==> src/bs3_pkg.sv <==
// bs3_pkg: shared types and constants of the 3x3 box smoothing filter
// no dependencies; used by every module under src but bs3_ram

package bs3_pkg;

    localparam int SAMPLE_BITS     = 16;
    localparam int COL_BITS        = 10;
    localparam int ROW_BITS        = 12;
    localparam int WIDTH_REG_BITS  = 11;
    localparam int HEIGHT_REG_BITS = 13;
    localparam int DRAIN_BITS      = 11;
    localparam int MAX_WIDTH       = 1024;
    localparam int MAX_HEIGHT      = 4096;
    localparam int RESET_WIDTH     = 1024;
    localparam int RESET_HEIGHT    = 1024;
    localparam int SUM_BITS        = 20;
    localparam int CNT_BITS        = 4;
    localparam int LINE_BITS       = 2 * SAMPLE_BITS;
    localparam int FILL_BITS       = 2;
    localparam logic [FILL_BITS-1:0] FILL_FULL = 2'd2;

    localparam int CFG_INDEX_BITS = 1;
    localparam int CFG_DATA_BITS  = 13;
    localparam logic [CFG_INDEX_BITS-1:0] REG_IMAGE_WIDTH  = 1'd0;
    localparam logic [CFG_INDEX_BITS-1:0] REG_IMAGE_HEIGHT = 1'd1;

    localparam logic CMD_PIXEL = 1'b0;
    localparam logic CMD_DRAIN = 1'b1;

    // reciprocal multipliers, result taken from bit RECIP_SHIFT up
    localparam int RECIP_SHIFT = 24;
    localparam int RECIP_BITS  = 25;
    localparam int PROD_BITS   = SUM_BITS + RECIP_BITS;
    localparam logic [RECIP_BITS-1:0] RECIP_ONE   = 25'd16777216;
    localparam logic [RECIP_BITS-1:0] RECIP_THIRD = 25'd5592406;
    localparam logic [RECIP_BITS-1:0] RECIP_NINTH = 25'd1864136;

    typedef struct packed {
        logic                   command;
        logic [SAMPLE_BITS-1:0] sample;
    } t_in;

    typedef struct packed {
        logic [SAMPLE_BITS-1:0] smoothed;
        logic [COL_BITS-1:0]    out_column;
        logic [ROW_BITS-1:0]    out_row;
        logic                   frame_end;
    } t_out;

    typedef struct packed {
        logic [SUM_BITS-1:0] sum;
        logic [CNT_BITS-1:0] count;
        logic [COL_BITS-1:0] column;
        logic [ROW_BITS-1:0] row;
        logic                frame_end;
    } t_sum;

    typedef struct packed {
        logic [1:0] count;
        t_sum       res0;
        t_sum       res1;
    } t_push;

    typedef struct packed {
        logic [1:0] count;
        logic       ready;
    } t_q_stat;

endpackage

==> src/bs3_queue.sv <==
// bs3_queue: two-entry hold for the window sums of one item
// depends on bs3_pkg

module bs3_queue (
    input  logic              i_clk,
    input  logic              i_rst_n,
    input  bs3_pkg::t_push    i_push,
    input  logic              i_take,
    output logic              o_valid,
    output bs3_pkg::t_sum     o_head,
    output bs3_pkg::t_q_stat  o_stat
);

    logic [1:0]    r_count, n_count;
    bs3_pkg::t_sum r_slot0, r_slot1;
    logic          pop, push;

    assign pop  = (r_count != 2'd0) && i_take;
    assign push = (i_push.count != 2'd0);

    // a new item only lands once the queue is empty or its last entry is taken in that cycle
    assign o_stat.count = r_count;
    assign o_stat.ready = (r_count == 2'd0) || ((r_count == 2'd1) && i_take);
    assign o_valid      = (r_count != 2'd0);
    assign o_head       = r_slot0;

    always_comb begin
        n_count = r_count;
        if (push) begin
            n_count = i_push.count;
        end else if (pop) begin
            n_count = r_count - 2'd1;
        end
    end

    always_ff @(posedge i_clk) begin
        if (!i_rst_n) begin
            r_count <= 2'd0;
        end else begin
            r_count <= n_count;
        end
    end

    always_ff @(posedge i_clk) begin
        if (push) begin
            r_slot0 <= i_push.res0;
            r_slot1 <= i_push.res1;
        end else if (pop) begin
            r_slot0 <= r_slot1;
        end
    end

endmodule

==> config.mk <==
export PLATFORM = sky130hd
export DESIGN_NAME = bs3_queue
export DESIGN_NICKNAME = d
export VERILOG_FILES = /design/src/bs3_pkg.sv /design/src/bs3_queue.sv
export SDC_FILE = /design/constraint.sdc
export NUM_CORES = 1
export LEC_CHECK = 0
export BUFFER_PORTS_ARGS = -buffer_cell sky130_fd_sc_hd__buf_2
export CAP_MARGIN = 20
export CORE_ASPECT_RATIO = 1.75
export CORE_MARGIN = 1.5
export CORE_UTILIZATION = 39
export DETAILED_ROUTE_END_ITERATION = 12
export PLACE_DENSITY = 0.67
export SLEW_MARGIN = 0
export SYNTH_ARGS = -nofsm -noshare
export SYNTH_HDL_FRONTEND = slang
export SYNTH_SLANG_ARGS = --single-unit
==> constraint.sdc <==
create_clock -name i_clk -period 3.6 [get_ports i_clk]
set_input_delay 0.54 -clock i_clk [delete_from_list [all_inputs] [get_ports i_clk]]
set_output_delay 0.54 -clock i_clk [all_outputs]
set_load 0.05 [all_outputs]
=== Word level (Yosys, flattened, before mapping) ===
Cells that the tools add are included.

* $mul: 0
* Bitwise operators: 0
* $lt $le $gt $ge: 0
* Reductions and logical operators: 7
* Div/mod/pow operators: 0
* Muxes and demuxes: 4
* Add/sub/neg operators: 1
* Equal/unequal tests: 1
* Shift operators: 0

{| class="wikitable"
|+ Operators by type and width
! kind !! count
|-
| $mux W47 || 2
|-
| $reduce_bool A2 Y1 || 3
|-
| $mux W2 || 2
|-
| $eq A2 B1 Y1 const B || 1
|-
| $logic_and A1 B1 Y1 || 2
|-
| $logic_not A2 Y1 || 1
|-
| $sub A2 B1 Y2 const B || 1
|-
| $logic_or A1 B1 Y1 || 1
|}

* Latch bits: 0
* Output and inout port bits: 51
* Flip-flop bits (word level): 96
* Input bits: 99
* Memory bits (writable): 0
* Memories kept: 0
* Memory bits (read-only): 0

=== Logic depth before layout (Yosys ltp) ===
Gate-level depths: netlist of run 1.

* Depth after elaboration: 4
* Gate-level depth with buffers: 5
* Depth with buffers taken out: 5

=== Least setup slack after synthesis of run 1 ===
No wires, ideal clock.

* Path kind: register to register
* From: register r_count[0]
* To: register r_slot0 (netlist bit o_head[0]), enable pin
* Setup time: 405 ps
* Path slack: 1009 ps
* Cell stages (with the launch flop): 5
* Required time: 3195 ps
* Arrival time: 2186 ps
* Cell sequence: dfxtp_1 > inv_1 > ha_1 > nand2b_1 > nand2_1

* Cells in the longest elaborated chain, start to end: 3

{| class="wikitable"
|+ Ends and longest elaborated chain
! element !! RTL line !! text
|-
| start: declaration || bs3_queue.sv:14 || <nowiki>logic [1:0] r_count, n_count;</nowiki>
|-
| start signal: assignment || bs3_queue.sv:40 || <nowiki>r_count <= n_count;</nowiki>
|-
| $reduce_bool A2 Y1 || bs3_queue.sv:18 || <nowiki>assign pop = (r_count != 2'd0) && i_take;</nowiki>
|-
| $logic_and A1 B1 Y1 || bs3_queue.sv:18 ||
|-
| $reduce_bool A2 Y1 (no line) || -- ||
|-
| end signal: assignment || bs3_queue.sv:46 || <nowiki>r_slot0 <= i_push.res0;</nowiki>
|-
| end signal: assignment || bs3_queue.sv:49 || <nowiki>r_slot0 <= r_slot1;</nowiki>
|-
| end: declaration || bs3_queue.sv:15 || <nowiki>bs3_pkg::t_sum r_slot0, r_slot1;</nowiki>
|}

Every way passes these cells.
A chain may end at the register's enable or synchronous reset.

=== Final worst setup path of run 1 ===
* From: input port i_push[95] in the netlist's numbering
* To: register r_slot0 (netlist bit o_head[12]), data pin

* Cells in the longest elaborated chain, start to end: 2

{| class="wikitable"
|+ Ends and longest elaborated chain
! element !! RTL line !! text
|-
| start: declaration || bs3_queue.sv:7 || <nowiki>input bs3_pkg::t_push i_push,</nowiki>
|-
| $reduce_bool A2 Y1 || bs3_queue.sv:19 || <nowiki>assign push = (i_push.count != 2'd0);</nowiki>
|-
| $mux W47 || bs3_queue.sv:45 || <nowiki>if (push) begin</nowiki>
|}

Every way passes these cells.

==> results of run 1 <==
## cells by family after synthesis
kind of cell / count (synthesis)
flip-flops: 96
multiplexers: 47
AND/OR/NAND/NOR: 10
buffers and inverters: 9
AO/OA/AOI/OAI: 2
adder cells (fa/ha/maj): 2
## area by class of cell
class                      instances  area, um^2
fill                             801        4250
sequential                        96        2860
timing repair buffer             152         781
multi-input combinational         61         659
clock buffer                      12         236
tap                              120         150
clock inverter                     4        21.3
inverter                           4        15.0
antenna                            1        2.50
## registers in the layout (all words and copies together), names as in the netlist
| name | cells |
|---|---|
| o_head | 47 |
| r_slot1 | 47 |
| r_count | 2 |
## metal layers
metal,share of wire,vias up,GRT usage
met5,0,-,0
met4,0.033,0,0.106
met3,0.054,14,0.0179
met2,0.54,86,0.229
met1,0.37,921,0.149
li1,-,968,-
## power by group through the flow
stage          clock [mW]  sequential (mW)  combinational, mW
3_3_place_gp            0             1.40              0.421
5_1_grt             0.897             1.39              0.447
2_1_floorplan           0             1.60             0.0975
6_report            0.843             1.38              0.424
3_5_place_dp            0             1.40              0.426
4_1_cts             0.862             1.38              0.427
## worst max-delay path, cell delays in order
cell    delay, ns
buf_2        0.13
nor2_4       0.53
buf_4        0.48
mux2_2       0.39
## placed cells by master (no fill, tap or decap)
| master | netlist | routed |
|---|---|---|
| buf_2 | 3 | 149 |
| edfxtp_1 | 94 | 94 |
| mux2_2 | 39 | 39 |
| clkbuf_16 | 0 | 9 |
| mux2_4 | 8 | 8 |
| nor3_1 | 4 | 4 |
| inv_1 | 4 | 3 |
| clkbuf_1 | 0 | 3 |
| nand2_1 | 3 | 2 |
| o31a_1 | 2 | 2 |
| ha_1 | 2 | 2 |
| clkinv_1 | 0 | 2 |
| buf_4 | 0 | 2 |
| dfxtp_1 | 2 | 2 |
| diode_2 | 0 | 1 |
| nor2_4 | 0 | 1 |
| nand2b_1 | 1 | 1 |
| nand2_2 | 0 | 1 |
| inv_2 | 0 | 1 |
| nor2b_1 | 1 | 1 |
| clkinv_4 | 0 | 1 |
| clkinv_2 | 0 | 1 |
| buf_12 | 0 | 1 |
## final timing paths
kind               startpoint          end  slack (ns)  cells after the start
setup reg to reg   r_count[0]   o_head[36]        1.63                      5
hold / removal     i_push[15]  r_slot1[15]        0.38                      1
hold reg to reg   r_slot1[40]   o_head[40]        0.54                      1
setup / recovery   i_push[95]   o_head[12]        1.58                      4
## per-stage QoR
step           area (um^2)  hold slack, ns   util  setup slack (ns)
6_report              4730           0.376  0.527              1.58
5_1_grt               4730           0.367  0.526              1.47
4_1_cts               4710           0.362  0.524              1.55
3_5_place_dp          4450           0.534  0.495              1.19
3_3_place_gp          4450           0.525  0.495              1.22
2_1_floorplan         3570           0.523      -              1.01
==> results.py, run 1 <==
metrics = {
    "outcome": {
        "status": "complete, no violations",
    },
    "cells_and_area": {
        "area_growth_pct": 32.5,
        "nets": 425,
        "stdcell_count": 450,
        "layout-drive-gt1-share": 0.647,
    },
    "hold_path": {
        "hold_path.class": "in2reg",
    },
    "critical_path": {
        "worstSetupStartpointType": "input pin",
        "worstPathArrival_ns": 2.10,
        "path_max_fanout": 27,
        "crit_type": "in2reg",
        "cp-end-kind": "register",
        "cp.required_ns": 3.68,
    },
    "global_route": {
        "grt_overflow": 0,
        "antenna_found_initial": 0,
        "grt_max_degree": 48,
        "grt_pass1_wl_um": 9350,
        "grt_pass1_vias": 1952,
        "track_usage": 0.136,
    },
    "placed_design": {
        "gp_congestion": 0.731,
        "dp_hpwl_um": 4800,
        "numPlacedInstances": 432,
        "io_buffers": 149,
    },
    "timing": {
        "fin_crit_sh": 0.560,
        "clock.fmax_mhz": 496,
        "tightest_slew_ns": 0.649,
        "fin_skew_ns": 0.00650,
        "hold_violations": 0,
        "setup_viol_count_final": 0,
        "relSlewSlack": 0.566,
        "period_minus_slack_ns": 2.02,
        "fin_setup_tns_ns": 0,
        "slew_violations": 0,
        "grt_setup_unrepaired": "false",
    },
    "synthesis": {
        "synth_simple_gate_area_frac": 0.0140,
        "syn_nets": 267,
        "synth_top_family_by_area": "multiplexers",
        "yosys-top-cells-count": "94 x edfxtp_1, 39 x mux2_2, 8 x mux2_4, 4 x inv_1, 4 x nor3_1",
        "synth_most_common_cell": "edfxtp_1",
        "seq_area_frac_synth": 0.803,
        "synth_fa_ha_area_frac": 0.00702,
        "synth_edf_count": 94,
        "synth_compound_gate_area_share": 0.00491,
        "ys_types": 14,
        "synth_xor_area_frac": 0,
        "synthArstFlopShare": 0,
        "synth-seq-cells": 96,
        "muxShareOfSynthArea": 0.157,
        "yosys_warnings": 0,
        "syn_area_um2": 3570,
        "syn_area_per_cell_um2": 21.5,
        "synthTopCellsByArea": "edfxtp_1 79%, mux2_2 12%, mux2_4 3.4%",
        "synth_area_leader_cell": "edfxtp_1",
        "syn_inst": 166,
        "netlist.area_leader.share": 0.791,
        "synth_top_flop_cell": "edfxtp_1",
    },
    "floorplanning": {
        "dieArea_um2": 9750,
        "die_x_um": 75.3,
        "core_um2": 8980,
        "num_rows": 46,
        "die_y_um": 130,
        "initial_core_util": 0.397,
        "design.portCount": 150,
    },
    "power_and_ir_drop": {
        "clkPwrFrac": 0.319,
        "max-vdd-ir-drop_v": 0.000297,
        "swShare": 0.265,
        "power_density_nw_per_um2": 559,
        "power_mw": 2.65,
        "combPwrFrac": 0.160,
        "power_leakage_nw": 1.97,
        "p_int_mw": 1.94,
        "pwr-share-seq": 0.521,
        "switching_power_mw": 0.701,
    },
    "detailed_routing": {
        "routed_wl_um": 6780,
        "drt-initial-drc-count": 106,
        "viasPerCell": 4.42,
        "wl_per_cell_um": 15.1,
        "vias": 1989,
        "drc": 0,
        "drtAntennaViolNets": 0,
        "dr.pass1.iters": 3,
    },
    "clock_network": {
        "cts_tree": "yes",
        "cts_resized": 0,
        "root_buffer": "clkbuf_16",
        "cts.path.max_buffers": 2,
        "clock_latency_ns": 0.34,
        "numCtsBuffers": 9,
        "cts_hold_buf": 0,
        "cts_setup_buffers": 0,
        "clkTransAtPathRegs_ns": 0.06,
        "cts_htree_levels": 3,
        "clock_sinks": 96,
    },
    "run": {
        "max_cap_violations": 0,
    },
}
Power figures use the tool's default switching activity.
==> inputs of run 2 (changes only) <==
--- a/config.mk
+++ b/config.mk
@@ -11,7 +11,7 @@
 export CORE_MARGIN = 1.5
 export CORE_UTILIZATION = 39
 export DETAILED_ROUTE_END_ITERATION = 12
-export PLACE_DENSITY = 0.67
+export PLACE_DENSITY = 0.7
 export SLEW_MARGIN = 0
 export SYNTH_ARGS = -nofsm -noshare
 export SYNTH_HDL_FRONTEND = slang
==> constraint.sdc (replaced) <==
create_clock -name i_clk -period 1.7 [get_ports i_clk]
set_input_delay 0.255 -clock i_clk [delete_from_list [all_inputs] [get_ports i_clk]]
set_output_delay 0.255 -clock i_clk [all_outputs]
set_load 0.05 [all_outputs]
==> run 2 against run 1 <==
Worst setup slack lost 1.5 ns. Via count is 1.6% higher. Register-to-register slack worse by 1.5 ns. Sequential power grew 110%. Wire length up 0.34%. Worst hold slack worse by 0.28 ns. Core utilization increased by 0.92 points. Critical path depth is the same. Count of clock-buffer cells in the layout rose by 1. Sequential share of layout area down 0.99 points. Design area increased by 1.7%. Non-clock buffer count is 1 higher. Critical path type is now reg2reg. Largest cell class unchanged. Largest power group unchanged.
==> results.py, run 2 (synthesized netlist as in run 1, its figures left out) <==
metrics = {
    "cells_and_area": {
        "area_growth_pct": 34.9,
        "nets": 426,
        "stdcell_count": 450,
        "finalInstanceArea_um2": 4810,
        "fillers": 776,
        "layout_common_cells": "149 x buf_2, 94 x edfxtp_1, 39 x mux2_2, 9 x clkbuf_16, 8 x mux2_4",
        "antennaDiodeCount": 0,
        "layout_commonest_cell": "buf_2",
        "layout-drive-gt1-share": 0.667,
    },
    "clock_network": {
        "root_buffer": "clkbuf_16",
        "cts_resized": 0,
        "numCtsBuffers": 9,
        "cts_setup_buffers": 0,
        "cts_hold_buf": 0,
        "cts_tree": "yes",
        "clock_sinks": 96,
        "cts_htree_levels": 3,
        "clock_latency_ns": 0.33,
        "clkTransAtPathRegs_ns": 0.06,
        "cts.path.max_buffers": 2,
    },
    "global_route": {
        "track_usage": 0.144,
        "grt_pass1_wl_um": 10000,
        "grt_max_degree": 48,
        "grt_pass1_vias": 2078,
        "grt_overflow": 0,
        "antenna_found_initial": 1,
    },
    "timing": {
        "tightest_slew_ns": 0.375,
        "hold_violations": 0,
        "layout_setup_ws_ns": 0.102,
        "relSlewSlack": 0.750,
        "grt_setup_unrepaired": "false",
        "slew_violations": 0,
        "clock.fmax_mhz": 626,
        "fin_skew_ns": 0.00539,
        "period_minus_slack_ns": 1.60,
        "setup_viol_count_final": 0,
        "fin_crit_sh": 0.940,
        "whs_ns": 0.0916,
    },
    "power_and_ir_drop": {
        "max-vdd-ir-drop_v": 0.000637,
        "power_leakage_nw": 2.00,
        "power_mw": 5.82,
        "power_density_nw_per_um2": 1210,
    },
    "floorplanning": {
        "die_y_um": 130,
        "core_um2": 8980,
        "design.portCount": 150,
        "initial_core_util": 0.397,
        "num_rows": 46,
        "die_x_um": 75.3,
        "dieArea_um2": 9750,
    },
    "detailed_routing": {
        "routed_wl_um": 6800,
        "drtAntennaViolNets": 0,
        "drt-initial-drc-count": 114,
        "vias": 2020,
        "wl_per_cell_um": 15.1,
        "drc": 0,
        "viasPerCell": 4.49,
        "dr.pass1.iters": 4,
    },
    "placed_design": {
        "gp_congestion": 0.705,
        "post_dp_cell_area_um2": 4510,
        "dp_slack_ns": 0.102,
        "dp_hpwl_um": 4950,
        "numPlacedInstances": 434,
        "io_buffers": 149,
    },
    "critical_path": {
        "crit_type": "reg2reg",
        "cp-end-kind": "register",
        "path_max_fanout": 47,
        "worstSetupStartpointType": "register",
        "worstPathArrival_ns": 1.59,
        "cp.required_ns": 1.70,
    },
    "run": {
        "max_cap_violations": 0,
    },
    "outcome": {
        "status": "complete, no violations",
    },
    "hold_path": {
        "hold_path.class": "in2reg",
    },
}
[run 2: cell count changes in the layout (fill, tap and decap cells not counted), moves of 2 or more]
cell,change
clkbuf_8,+2
clkinv_1,-2
dfxtp_1,-2
dfxtp_2,+2
[run 2: path summary, 6_finish.rpt]
path               start          end  slack [ns]  depth (start not counted)
max           r_count[0]   o_head[19]        0.10                          4
min           i_push[26]  r_slot1[26]        0.09                          1
max reg2reg   r_count[0]   o_head[19]        0.10                          4
min reg2reg  r_slot1[25]   o_head[25]        0.55                          1
[run 2: through the flow]
stage	utilization	setup TNS, ns
floorplan	-	-0.918
global placement	0.502	0
detailed placement	0.502	0
CTS	0.536	0
global route	0.536	0
finish	0.536	0
[run 2: routing by layer]
layer  wire (um)  track usage  share of wire  vias to the layer above
li1            -            -              -                      967
met1        2290        0.142           0.34                      950
met2        3820        0.253           0.56                       84
met3         481       0.0513          0.071                       17
met4         203       0.0767          0.030                        2
met5          13            0         0.0019                        -
[run 2: cell type report]
cell class                 instances  area, um^2  share of cell area
multi-input combinational         61         676               0.140
tap                              120         150              0.0312
inverter                           4        18.8             0.00390
timing repair buffer             153         801               0.166
sequential                        96        2870               0.596
clock buffer                      13         260              0.0541
clock inverter                     3        40.0             0.00832
[run 2: where the power goes]
| group | switching (mW) | total [mW] | internal, mW |
|---|---|---|---|
| clock network | 0.775 | 1.99 | 1.22 |
| registers | 0.0531 | 2.91 | 2.86 |
| logic | 0.635 | 0.915 | 0.281 |
[run 2: worst max-delay path: stages (launching register included)]
cell and delay (ns):
dfxtp_2 0.36, inv_1 0.06, ha_1 0.21, nand2b_1 0.26, nand2_8 0.34
