==> config.mk <==
export PLATFORM = sky130hd
export DESIGN_NAME = bs3_div
export DESIGN_NICKNAME = d
export VERILOG_FILES = /design/src/bs3_pkg.sv /design/src/bs3_div.sv
export SDC_FILE = /design/constraint.sdc
export NUM_CORES = 1
export LEC_CHECK = 0
export ABC_AREA = 1
export BUFFER_PORTS_ARGS = -buffer_cell sky130_fd_sc_hd__buf_2
export CAP_MARGIN = 30
export CORE_AREA = 2 2 154 156
export DETAILED_ROUTE_END_ITERATION = 12
export DIE_AREA = 0 0 156 158
export PLACE_DENSITY = 0.68
export SKIP_LAST_GASP = 1
export SLEW_MARGIN = 10
export SYNTH_ARGS = -nofsm -noshare
export SYNTH_HDL_FRONTEND = slang
export SYNTH_SLANG_ARGS = --single-unit
==> constraint.sdc <==
create_clock -name i_clk -period 12.7 [get_ports i_clk]
set_input_delay 1.27 -clock i_clk [delete_from_list [all_inputs] [get_ports i_clk]]
set_output_delay 1.27 -clock i_clk [all_outputs]
set_load 0.02 [all_outputs]
==> src/bs3_pkg.sv <==
// bs3_pkg: shared types and constants of the 3x3 box smoothing filter
// no dependencies; used by every module under src but bs3_ram

package bs3_pkg;

    localparam int SAMPLE_BITS     = 16;
    localparam int COL_BITS        = 10;
    localparam int ROW_BITS        = 12;
    localparam int WIDTH_REG_BITS  = 11;
    localparam int HEIGHT_REG_BITS = 13;
    localparam int DRAIN_BITS      = 11;
    localparam int MAX_WIDTH       = 1024;
    localparam int MAX_HEIGHT      = 4096;
    localparam int RESET_WIDTH     = 1024;
    localparam int RESET_HEIGHT    = 1024;
    localparam int SUM_BITS        = 20;
    localparam int CNT_BITS        = 4;
    localparam int LINE_BITS       = 2 * SAMPLE_BITS;
    localparam int FILL_BITS       = 2;
    localparam logic [FILL_BITS-1:0] FILL_FULL = 2'd2;

    localparam int CFG_INDEX_BITS = 1;
    localparam int CFG_DATA_BITS  = 13;
    localparam logic [CFG_INDEX_BITS-1:0] REG_IMAGE_WIDTH  = 1'd0;
    localparam logic [CFG_INDEX_BITS-1:0] REG_IMAGE_HEIGHT = 1'd1;

    localparam logic CMD_PIXEL = 1'b0;
    localparam logic CMD_DRAIN = 1'b1;

    // reciprocal multipliers, result taken from bit RECIP_SHIFT up
    localparam int RECIP_SHIFT = 24;
    localparam int RECIP_BITS  = 25;
    localparam int PROD_BITS   = SUM_BITS + RECIP_BITS;
    localparam logic [RECIP_BITS-1:0] RECIP_ONE   = 25'd16777216;
    localparam logic [RECIP_BITS-1:0] RECIP_THIRD = 25'd5592406;
    localparam logic [RECIP_BITS-1:0] RECIP_NINTH = 25'd1864136;

    typedef struct packed {
        logic                   command;
        logic [SAMPLE_BITS-1:0] sample;
    } t_in;

    typedef struct packed {
        logic [SAMPLE_BITS-1:0] smoothed;
        logic [COL_BITS-1:0]    out_column;
        logic [ROW_BITS-1:0]    out_row;
        logic                   frame_end;
    } t_out;

    typedef struct packed {
        logic [SUM_BITS-1:0] sum;
        logic [CNT_BITS-1:0] count;
        logic [COL_BITS-1:0] column;
        logic [ROW_BITS-1:0] row;
        logic                frame_end;
    } t_sum;

    typedef struct packed {
        logic [1:0] count;
        t_sum       res0;
        t_sum       res1;
    } t_push;

    typedef struct packed {
        logic [1:0] count;
        logic       ready;
    } t_q_stat;

endpackage

==> src/bs3_div.sv <==
// bs3_div: divides a window sum by its neighbour count and holds the result item
// depends on bs3_pkg

module bs3_div (
    input  logic           i_clk,
    input  logic           i_rst_n,
    input  logic           i_valid,
    input  bs3_pkg::t_sum  i_data,
    output logic           o_take,
    output logic           o_valid,
    input  logic           i_out_ready,
    output bs3_pkg::t_out  o_data
);

    logic                               r_valid;
    bs3_pkg::t_out                      r_data;
    logic [1:0]                         sh;
    logic [bs3_pkg::RECIP_BITS-1:0]     recip;
    logic [bs3_pkg::SUM_BITS-1:0]       y;
    logic [bs3_pkg::PROD_BITS-1:0]      prod;
    logic [bs3_pkg::SAMPLE_BITS-1:0]    quot;
    logic                               load;

    assign o_take  = !r_valid || i_out_ready;
    assign load    = i_valid && o_take;
    assign o_valid = r_valid;
    assign o_data  = r_data;

    // 6 is a halving then a divide by 3
    always_comb begin
        unique case (i_data.count)
            4'd1:    begin sh = 2'd0; recip = bs3_pkg::RECIP_ONE;   end
            4'd2:    begin sh = 2'd1; recip = bs3_pkg::RECIP_ONE;   end
            4'd3:    begin sh = 2'd0; recip = bs3_pkg::RECIP_THIRD; end
            4'd4:    begin sh = 2'd2; recip = bs3_pkg::RECIP_ONE;   end
            4'd6:    begin sh = 2'd1; recip = bs3_pkg::RECIP_THIRD; end
            4'd9:    begin sh = 2'd0; recip = bs3_pkg::RECIP_NINTH; end
            default: begin sh = 2'd0; recip = '0;                   end
        endcase
        y    = i_data.sum >> sh;
        prod = bs3_pkg::PROD_BITS'(y) * bs3_pkg::PROD_BITS'(recip);
        quot = prod[bs3_pkg::RECIP_SHIFT +: bs3_pkg::SAMPLE_BITS];
    end

    always_ff @(posedge i_clk) begin
        if (!i_rst_n) begin
            r_valid <= 1'b0;
        end else if (load) begin
            r_valid <= 1'b1;
        end else if (i_out_ready) begin
            r_valid <= 1'b0;
        end
    end

    always_ff @(posedge i_clk) begin
        if (load) begin
            r_data.smoothed   <= quot;
            r_data.out_column <= i_data.column;
            r_data.out_row    <= i_data.row;
            r_data.frame_end  <= i_data.frame_end;
        end
    end

endmodule

==> Word-level counts from Yosys, hierarchy flattened <==
Cells that the tools add are included.
W data, S select, Z words.
{ "totals": {"in_bits": 51, "ff_bits": 40, "elab_cells": 24, "out_inout_bits": 41} }
{ "classes": {"shifts": 1, "eq_ne": 6, "mul": 1, "reduce_logical": 7, "muxes": 4} }
{ "op_table": {"columns": ["op", "count"], "rows": [
  ["$pmux W25 S3", 1],
  ["$mul A20 B25 Y40", 1],
  ["$shr A20 B2 Y20", 1],
  ["$eq A4 B2 Y1 const B", 2],
  ["$eq A4 B3 Y1 const B", 2],
  ["$eq A4 B1 Y1 const B", 1],
  ["$eq A4 B4 Y1 const B", 1],
  ["$pmux W2 S2", 1],
  ["$reduce_or A2 Y1", 2],
  ["$reduce_or A3 Y1", 1],
  ["$mux W1", 2],
  ["$reduce_bool A2 Y1", 1],
  ["$logic_and A1 B1 Y1", 1],
  ["$logic_not A1 Y1", 1],
  ["$logic_or A1 B1 Y1", 1]
]} }

==> Depth between registers and ports, before layout <==
Gate-level depths: netlist of the first run.
{ "logic_depth": {"depth_word": 5, "depth_mapped": 38, "depth_no_buf": 37} }

==> Least setup slack after synthesis of the first run <==
Ideal clock, no wire load.
{ "synth_path": {"kind": "input to register", "from": "in i_data[26] in the netlist's numbering", "to": "reg r_data, in the netlist o_data[38] (data pin)", "path_stages": 32, "arrival_ns": 7.573, "path_slack_ns": 4.875, "setup_time_ns": 0.252, "required_time_ns": 12.448, "path_buffers": 2, "cell_sequence": "inv_2 > nand3_2 > buf_2 > buf_2 > o21ai_0 > mux2i_1 > nor2_1 > nor2_1 > fa_1 > inv_1 > fa_1 > inv_1 > fa_1 > inv_1 > fa_1 > fa_1 > inv_1 > fa_1 > fa_1 > inv_1 > ha_1 > a21oi_1 > inv_1 > a31oi_1 > o21ai_0 > o21bai_1 > a21oi_1 > nand2_2 > nand2_1 > nand2_1 > nand2_1 > nand2_1"} }
{ "synth_between": {"elab_chain_len": 5, "word_cells_on_any_way": 13, "classes_between": "1 x mul; 6 x eq/ne; 1 x shift; 2 x mux; 3 x reduce/logical"} }
{ "synth_lines": {"columns": ["item", "line_no", "rtl"], "rows": [
  ["start, declared", "bs3_div.sv:8", "input bs3_pkg::t_sum i_data,"],
  ["$eq A4 B3 Y1 / $eq A4 B2 Y1 (equally long branches)", "bs3_div.sv:31", "unique case (i_data.count)"],
  ["$reduce_or A2 Y1 (no line)", null, null],
  ["$pmux W2 S2", "bs3_div.sv:31", null],
  ["$shr A20 B2 Y20", "bs3_div.sv:40", "y = i_data.sum >> sh;"],
  ["$mul A20 B25 Y40 (*)", "bs3_div.sv:41", "prod = bs3_pkg::PROD_BITS'(y) * bs3_pkg::PROD_BITS'(recip);"],
  ["via prod (one bit)", "bs3_div.sv:20", "logic [bs3_pkg::PROD_BITS-1:0] prod;"],
  ["end, declared", "bs3_div.sv:16", "bs3_pkg::t_out r_data;"]
]} }
The timed path passes the listed nets; every way through them passes the cells marked *.
A chain may end at the register's enable or synchronous reset.

==> Final worst setup path of the first run <==
{ "layout_path": {"from": "in i_data[26] in the netlist's numbering", "to": "reg r_data, in the netlist o_data[37] (data pin)"} }
Same word-level chain as after synthesis.

==> flow_metrics.py, run 1 <==
metrics = {
    "sta": {
        "clock.fmax_mhz": 119,
        "setup_viol": 0,
        "maxSlewHeadroom_pct": 49.4,
        "layout_setup_ws_ps": 4330,
        "rsz0062_at_grt": "false",
        "fin_worst_skew_ps": 4.92,
        "period_needed_ps": 8370,
        "fin_setup_tns_ps": 0,
        "timing.final.hold_violations": 0,
        "worst_pin_slew_ps": 759,
        "timing.final.crit_share_pct": 65.9,
        "maxSlewViolCount": 0,
    },
    "critical_path": {
        "r2r_slack_ps": 11300,
        "crit_cells": 28,
        "slowest_delay_ps": 620,
        "critical-path-top-delay-family": "adder cells",
        "required_ps": 12730,
        "worstSetupEndpointType": "register",
        "path_common_cell": "fa_1",
        "reg2reg_depth": 2,
        "rr_endpoint": "o_data[19]",
        "arrival_ps": 8400,
        "r2r_start": "o_valid",
        "crit_type": "primary input to register",
        "crit_buf_inv": 8,
        "startpoint_type": "primary input",
        "critPathLaunch": "i_data[26]",
        "path_max_fanout": 25,
        "crit_end": "o_data[37]",
        "critPathSlowestCell": "fa_1",
    },
    "floorplanning": {
        "ioPinCount": 92,
        "die_height_um": 158,
        "die_w_um": 156,
        "die_area_um2": 24600,
        "rows": 56,
        "core-area_um2": 23100,
        "start_util_pct": 49.4,
    },
    "routing": {
        "totalWireLength_mm": 27.5,
        "via_count": 8353,
        "drcViolationCount": 0,
        "drt_iter0_markers": 502,
        "vias_per_cell": 4.90,
        "postRouteAntennaNets": 0,
        "drtPass1Iterations": 5,
        "detail_route.wl_per_cell_um": 16.1,
    },
    "placement": {
        "dp_slack_ps": 3850,
        "dpl_cell_area_um2": 12200,
        "dp_cells": 1697,
        "post-dp-hpwl_mm": 25.4,
        "place_congestion": 0.898,
        "portBuffers": 91,
    },
    "yosys": {
        "synthCells": 1324,
        "synth_edf_count": 39,
        "avgSynthCellArea_um2": 8.61,
        "synth_area_um2": 11400,
        "ys.warnings.count": 0,
        "ys_seq_area_share_pct": 10.5,
        "synth-async-reset-ratio_pct": 0,
        "synthFlopType": "edfxtp_1",
        "ys_types": 43,
        "synth_seq_cells": 40,
        "synth_nets": 1750,
    },
    "global_route": {
        "grt_max_degree": 34,
        "antenna_found_initial": 0,
        "grt_pass1_vias": 9081,
        "grt.overflow.total": 0,
        "grt_pass1_wl_mm": 46.5,
        "track_usage_pct": 24.4,
    },
    "cells_and_area": {
        "area_growth_pct": 8.61,
        "postLayoutCellArea_um2": 12400,
        "drive_gt1_share_pct": 9.68,
        "final_cell_mix": "426 x inv_1, 201 x fa_1, 174 x ha_1, 127 x nand2_1, 117 x nor2_1",
        "antenna_cells": 0,
        "nNetsFinal": 1841,
        "layout.cells.non_filler": 1706,
        "final_common_cell": "inv_1",
    },
    "clock_tree": {
        "clkTransAtPathRegs_ps": 60,
        "clkLatencyLatePin_ps": 280,
        "numCtsBuffers": 5,
        "clock_path_buffers": 2,
        "cts-resized-gates": 0,
        "cts_max_level": 2,
        "cts.sink_count": 40,
        "postCtsHoldBufs": 0,
        "postCtsSetupRepairBufs": 0,
        "cts_tree": "built",
        "root_buffer": "clkbuf_16",
    },
    "pwr": {
        "finalPower_mw": 1.15,
        "power.density_nw_per_um2": 92.5,
        "cellLeakagePower_nw": 7.11,
        "ir_drop_uv": 102,
    },
    "min_path": {
        "hp-class": "register to register",
    },
    "flow_run": {
        "drv_cap": 0,
    },
    "status": {
        "status": "finished clean",
    },
}
-- worst min-delay path by stage --
stage / from / endpoint / slack [ps] / depth (start not counted)
final: o_valid / o_valid / 550 / 2
after global routing: o_valid / o_valid / 600 / 2
after CTS: o_valid / o_valid / 550 / 2
after detailed placement: o_valid / o_valid / 540 / 2
after global placement: o_valid / o_valid / 530 / 2
after floorplan: o_valid / o_valid / 730 / 2
-- worst register-to-register path, delay by kind of cell, from the launching register on --
kind	cells	cell delay (ps)
buf+inv	1	430
compound gates	1	260
flops	1	340
-- final cells by class --
type                            count  area [µm²]
Clock buffer                        5         125
Inverter                          433        1630
Sequential cell                    40        1190
Fill cell                        2149       10700
Clock inverter                      3        46.3
Tap cell                          290         363
Timing Repair Buffer               95         493
Multi-Input combinational cell    840        8540
-- layer usage --
layer	part of all wire, %	track usage (%)	routed length (µm)
met1	45	33.1	12400
met2	49	41.9	13400
met3	3.5	2.46	951
met4	2.9	7.08	806
met5	0	0	0
-- kinds of logic (layout without fill, tap and decap cells) --
group                      Yosys count  in the layout  synth area share, %
adders and majority gates          375            375                 54.4
muxes                                8              8                0.735
xor gates and xnor gates            18             18                 1.38
AOI/OAI and AO/OA                  121            121                 6.08
and+or+nand+nor                    318            318                 12.2
DFF                                 40             40                 10.5
buffers and inverters              444            536                 14.8
-- Yosys cell counts, types with 8 or more instances --
cell type	count	area (µm²)
xor2_1	11	96.3
nor3_1	11	55.1
a31oi_1	10	62.6
nand3_1	27	135
edfxtp_1	39	1170
ha_1	174	2180
inv_1	426	1600
o21a_1	13	97.6
nand2_1	127	477
a21oi_1	46	230
nor2_1	117	439
o21ai_1	8	40.0
fa_1	201	4020
o21ai_0	29	145
-- power breakdown --
part	switching (mW)	total (mW)	leakage (nW)	internal (mW)
registers	0.00578	0.188	0.389	0.182
clock network	0.0513	0.145	0.0804	0.0933
logic	0.519	0.813	6.64	0.294
-- stage by stage --
stage | hold slack [ps] | util, %
2_1_floorplan | 729 | -
3_3_place_gp | 530 | 52.9
3_5_place_dp | 544 | 52.9
4_1_cts | 554 | 53.6
5_1_grt | 604 | 53.7
6_report | 551 | 53.7
-- flip-flops by register name (all words and copies together), names as in the netlist --
register and count:
o_data 39, o_valid 1
No activity file was read; power rests on OpenSTA's default activity.
==> run 2: changes to the inputs <==
Settings changed: PLACE_DENSITY 0.68 to 0.71.
Clock period 12.7 ns to 7.58 ns, I/O delays scaled along.
==> run 2 against run 1 <==
Against the previous run:
- critical path depth did not move
- total power rose by 69%
- via count rose by 4.8%
- design area rose by 3.2%
- first-iteration DRC count rose by 3.6%
- cell count rose by 2.8%
- utilization rose by 1.7 points
- sequential power rose by 68%
- setup slack got worse by 4000 ps
- critical endpoint is now o_data[35]
- largest cell class unchanged
- highest routed layer unchanged
==> flow_metrics.py, run 2 (same netlist as run 1, synthesis figures left out) <==
metrics = {
    "status": {
        "status": "finished clean",
    },
    "routing": {
        "totalWireLength_mm": 27.9,
        "drtPass1Iterations": 5,
        "postRouteAntennaNets": 0,
        "via_count": 8756,
        "detail_route.wl_per_cell_um": 15.9,
        "drt_iter0_markers": 520,
        "vias_per_cell": 4.99,
        "drcViolationCount": 0,
    },
    "min_path": {
        "hp-class": "register to register",
        "hold_start": "o_valid",
    },
    "cells_and_area": {
        "postLayoutCellArea_um2": 12800,
        "final_common_cell": "inv_1",
        "area_growth_pct": 12.1,
        "nNetsFinal": 1889,
        "antenna_cells": 0,
        "drive_gt1_share_pct": 13.3,
        "largest_reg_flops": 39,
        "final_core_util_pct": 55.4,
        "final_cell_mix": "425 x inv_1, 201 x fa_1, 173 x ha_1, 127 x nand2_1, 114 x nor2_1",
    },
    "placement": {
        "portBuffers": 91,
        "dpl_cell_area_um2": 12600,
        "dp_slack_ps": -34.3,
        "post-dp-hpwl_mm": 25.8,
        "place_congestion": 0.934,
    },
    "clock_tree": {
        "postCtsHoldBufs": 0,
        "cts.sink_count": 40,
        "numCtsBuffers": 5,
        "root_buffer": "clkbuf_16",
        "clkTransAtPathRegs_ps": 60,
        "cts_max_level": 2,
        "clkLatencyLatePin_ps": 280,
        "clock_path_buffers": 2,
        "cts_tree": "built",
    },
    "sta": {
        "period_needed_ps": 7240,
        "maxSlewViolCount": 0,
        "setup_viol": 0,
        "timing.final.hold_violations": 0,
        "fin_worst_skew_ps": 6.75,
        "worst_pin_slew_ps": 604,
        "maxSlewHeadroom_pct": 59.6,
        "timing.final.crit_share_pct": 95.6,
        "clock.fmax_mhz": 138,
        "layout_setup_ws_ps": 335,
    },
    "critical_path": {
        "crit_type": "primary input to register",
        "r2r_start": "o_valid",
        "required_ps": 7600,
        "startpoint_type": "primary input",
        "arrival_ps": 7270,
        "worstSetupEndpointType": "register",
        "path_max_fanout": 6,
        "critPathLaunch": "i_data[23]",
    },
    "global_route": {
        "antenna_found_initial": 0,
        "grt_max_degree": 30,
        "grt_pass1_vias": 9595,
        "grt_pass1_wl_mm": 47.1,
        "track_usage_pct": 24.5,
        "grt.overflow.total": 0,
    },
    "pwr": {
        "power.density_nw_per_um2": 151,
        "cellLeakagePower_nw": 7.36,
        "ir_drop_uv": 169,
        "finalPower_mw": 1.93,
    },
    "floorplanning": {
        "die_height_um": 158,
        "die_area_um2": 24600,
        "rows": 56,
        "die_w_um": 156,
        "core-area_um2": 23100,
        "start_util_pct": 49.4,
        "ioPinCount": 92,
    },
    "flow_run": {
        "drv_cap": 0,
    },
}
==> run 2: cell count changes in the layout (fill, tap and decap cells not counted), sizes merged <==
cell,before,now
clkinv,0,3
buf,95,143
inv,434,433
bufinv,1,0
clkinvlp,1,0
==> run 2: layout make-up <==
type                            count  area, µm²
Clock inverter                      3       18.8
Sequential cell                    40       1190
Multi-Input combinational cell    840       8580
Timing Repair Buffer              143        862
Inverter                          433       1630
Clock buffer                        5        125
Fill cell                        2158      10300
Tap cell                          290        363
==> run 2: worst max-delay path, cell delays in order <==
cell     delay (ps)
buf_2           130
inv_2            70
nor2_1           90
inv_1            60
nor3_1          300
inv_2           130
nor2_1          170
nor2_1          100
fa_1            610
inv_1            80
fa_1            560
inv_1            60
fa_1            480
inv_1            60
fa_1            560
fa_1            460
fa_1            510
inv_1            50
fa_1            470
inv_1            40
ha_1            330
a21oi_1         170
inv_1            80
a31oi_1         230
o21ai_1         170
a22oi_1         170
nand4_1         180
xor2_1          180
==> run 2: repair_timing <==
item | 4_1_cts | 5_1_grt
hold endpoints to repair | 0 | 0
buffers inserted | 0 | 3
gates resized for setup | 0 | 16
setup endpoints to repair | 0 | 13
==> run 2: power breakdown <==
group	switching, mW	internal, mW	total, mW
clock	0.0801	0.121	0.201
sequential	0.0102	0.305	0.315
combinational	0.891	0.526	1.42
total	0.982	0.953	1.93
==> run 2: stage by stage <==
stage          TNS (ps)  hold slack (ps)  instances
2_1_floorplan         0              729       1324
3_3_place_gp          0              530       1742
3_5_place_dp      -34.3              547       1743
4_1_cts               0              555       1751
5_1_grt           -9.98              585       1754
6_report              0              542       1754
==> run 2: final timing paths <==
path / endpoint / slack, ps / depth (start not counted)
hold / removal: o_valid / 540 / 2
setup / recovery: o_data[35] / 340 / 28
setup reg to reg: o_data[4] / 6310 / 2
hold reg to reg: o_valid / 540 / 2
==> run 2: per-layer routing <==
layer	GRT usage, %	vias up	part of all wire (%)
met5	0	-	0
met1	31.5	4234	43
met2	43.6	218	50
met4	7.47	0	3.5
li1	-	4260	-
met3	2.74	44	3.9
==> run 3: changes to the inputs <==
Settings changed: PLACE_DENSITY 0.71 to unset, PLACE_DENSITY_LB_ADDON set to 0.1, SLEW_MARGIN 10 to 20.
==> run 3 against run 2 <==
Against the previous run:
- register-to-register slack worse by 240 ps
- first-iteration DRC count is 15% lower
- via count is 2.2% lower
- total power is 0.83% higher
- sequential cell count stayed put
- critical path type unchanged
- critical endpoint is now o_data[38]
- largest power group unchanged
- highest routed layer unchanged
==> flow_metrics.py, run 3 (same netlist as run 1, synthesis figures left out) <==
metrics = {
    "cells_and_area": {
        "area_growth_pct": 12.3,
        "register_area_um2": 1190,
        "final_common_cell": "inv_1",
        "final_cell_mix": "425 x inv_1, 200 x fa_1, 173 x ha_1, 127 x nand2_1, 111 x nor2_1",
        "nNetsFinal": 1884,
        "fillers": 2240,
        "multi_input_area_um2": 8610,
        "layout.cells.non_filler": 1749,
        "drive_gt1_share_pct": 13.2,
        "antenna_cells": 0,
        "final_core_util_pct": 55.5,
        "largest_reg_flops": 39,
    },
    "global_route": {
        "grt_pass1_vias": 9284,
        "globalRouteMet1Util_pct": 33.1,
        "grt_util_met2_pct": 43.4,
        "busiest_layer": "met2",
        "grt_max_degree": 22,
        "antenna_found_initial": 0,
        "track_usage_pct": 24.6,
        "grt_pass1_wl_mm": 46.9,
        "grt.overflow.total": 0,
        "use_met3_pct": 1.94,
    },
    "critical_path": {
        "crit_buf_inv": 12,
        "path_max_fanout": 9,
        "worstSetupEndpointType": "register",
        "critPathSlowestCell": "fa_1",
        "startpoint_type": "primary input",
        "critical-path-top-delay-family": "adder cells",
        "required_ps": 7620,
        "path_common_cell": "inv_1",
        "arrival_ps": 7250,
        "crit_type": "primary input to register",
        "slowest_delay_ps": 600,
    },
    "floorplanning": {
        "rows": 56,
        "ioPinCount": 92,
        "die_height_um": 158,
        "core-area_um2": 23100,
        "die_area_um2": 24600,
        "die_w_um": 156,
        "start_util_pct": 49.4,
    },
    "status": {
        "status": "finished clean",
    },
    "routing": {
        "drcViolationCount": 0,
        "detail_route.wl_per_cell_um": 16.0,
        "drtPass1Iterations": 5,
        "totalWireLength_mm": 28.0,
        "vias_per_cell": 4.90,
        "drt_iter0_markers": 443,
        "via_count": 8563,
        "postRouteAntennaNets": 0,
    },
    "sta": {
        "rsz0062_at_grt": "true",
        "clock.fmax_mhz": 139,
        "setup_viol": 0,
        "worst_pin_slew_ps": 736,
        "period_needed_ps": 7210,
        "timing.final.hold_violations": 0,
        "fin_worst_skew_ps": 8.69,
        "maxSlewHeadroom_pct": 50.8,
        "maxSlewViolCount": 0,
        "timing.final.crit_share_pct": 95.1,
    },
    "clock_tree": {
        "clkTransAtPathRegs_ps": 70,
        "root_buffer": "clkbuf_16",
        "cts_max_level": 2,
        "clock_path_buffers": 2,
        "cts.sink_count": 40,
        "clkLatencyLatePin_ps": 290,
        "postCtsHoldBufs": 0,
        "cts_tree": "built",
        "numCtsBuffers": 5,
    },
    "placement": {
        "dp_cells": 1738,
        "place_congestion": 0.941,
        "portBuffers": 91,
        "post-dp-hpwl_mm": 25.9,
    },
    "min_path": {
        "hp-class": "register to register",
    },
    "pwr": {
        "ir_drop_uv": 147,
        "cellLeakagePower_nw": 7.34,
        "power.density_nw_per_um2": 152,
    },
    "flow_run": {
        "drv_cap": 0,
    },
}
==> run 3: tightest hold or removal path, cell delays in order, from the launching register on <==
cell	delay, ps
dfxtp_1	340
nand2_1	90
a21boi_0	70
==> run 3: final cells by class <==
cell class              count  share of cell area (%)
clock buffers               5                   0.978
clock inverters             3                   0.362
inverters                 433                    12.7
multi-input cells         840                    67.3
flip-flops and latches     40                    9.31
well taps                 290                    2.84
repair buffers            138                    6.50
==> run 3: power breakdown <==
| group | leakage [nW] | switching [mW] | internal (mW) |
|---|---|---|---|
| Sequential | 0.389 | 0.00863 | 0.305 |
| Clock | 0.0804 | 0.0898 | 0.156 |
| Combinational | 6.87 | 0.875 | 0.515 |
| Total | 7.34 | 0.974 | 0.977 |
==> run 3: metal layers <==
metal / vias to the layer above / share of wire, %
met1: 4124 / 45
li1: 4241 / -
met5: - / 0
met2: 161 / 49
met3: 37 / 3.1
met4: 0 / 2.9
==> run 3: path summary, 6_finish.rpt <==
kind,startpoint,slack (ps),to,depth (start not counted)
worst max-delay path,i_data[26],370,o_data[38],34
worst min-delay path,o_valid,540,o_valid,2
worst max register to register,o_valid,6070,o_data[2],2
worst min register to register,o_valid,540,o_valid,2
==> run 3: metrics by stage <==
step / power (mW) / setup TNS, ps / setup WS [ps] / area (µm²) / hold WS (ps)
global placement: 1.67 / 0 / 2.68 / 12500 / 528
CTS: 1.95 / 0 / 297 / 12700 / 549
global route: 2.16 / -17.5 / -15.6 / 12800 / 604
finish: 1.95 / 0 / 371 / 12800 / 542
detailed placement: 1.67 / 0 / 14.5 / 12500 / 536
floorplan: 1.28 / 0 / 267 / 11400 / 729
==> run 3: what timing repair did <==
action | in CTS | in global routing
endpoints found under the setup margin | 0 | 12
buffers inserted | 0 | 3
hold endpoints to repair | 0 | 0
gates resized for setup | 0 | 23
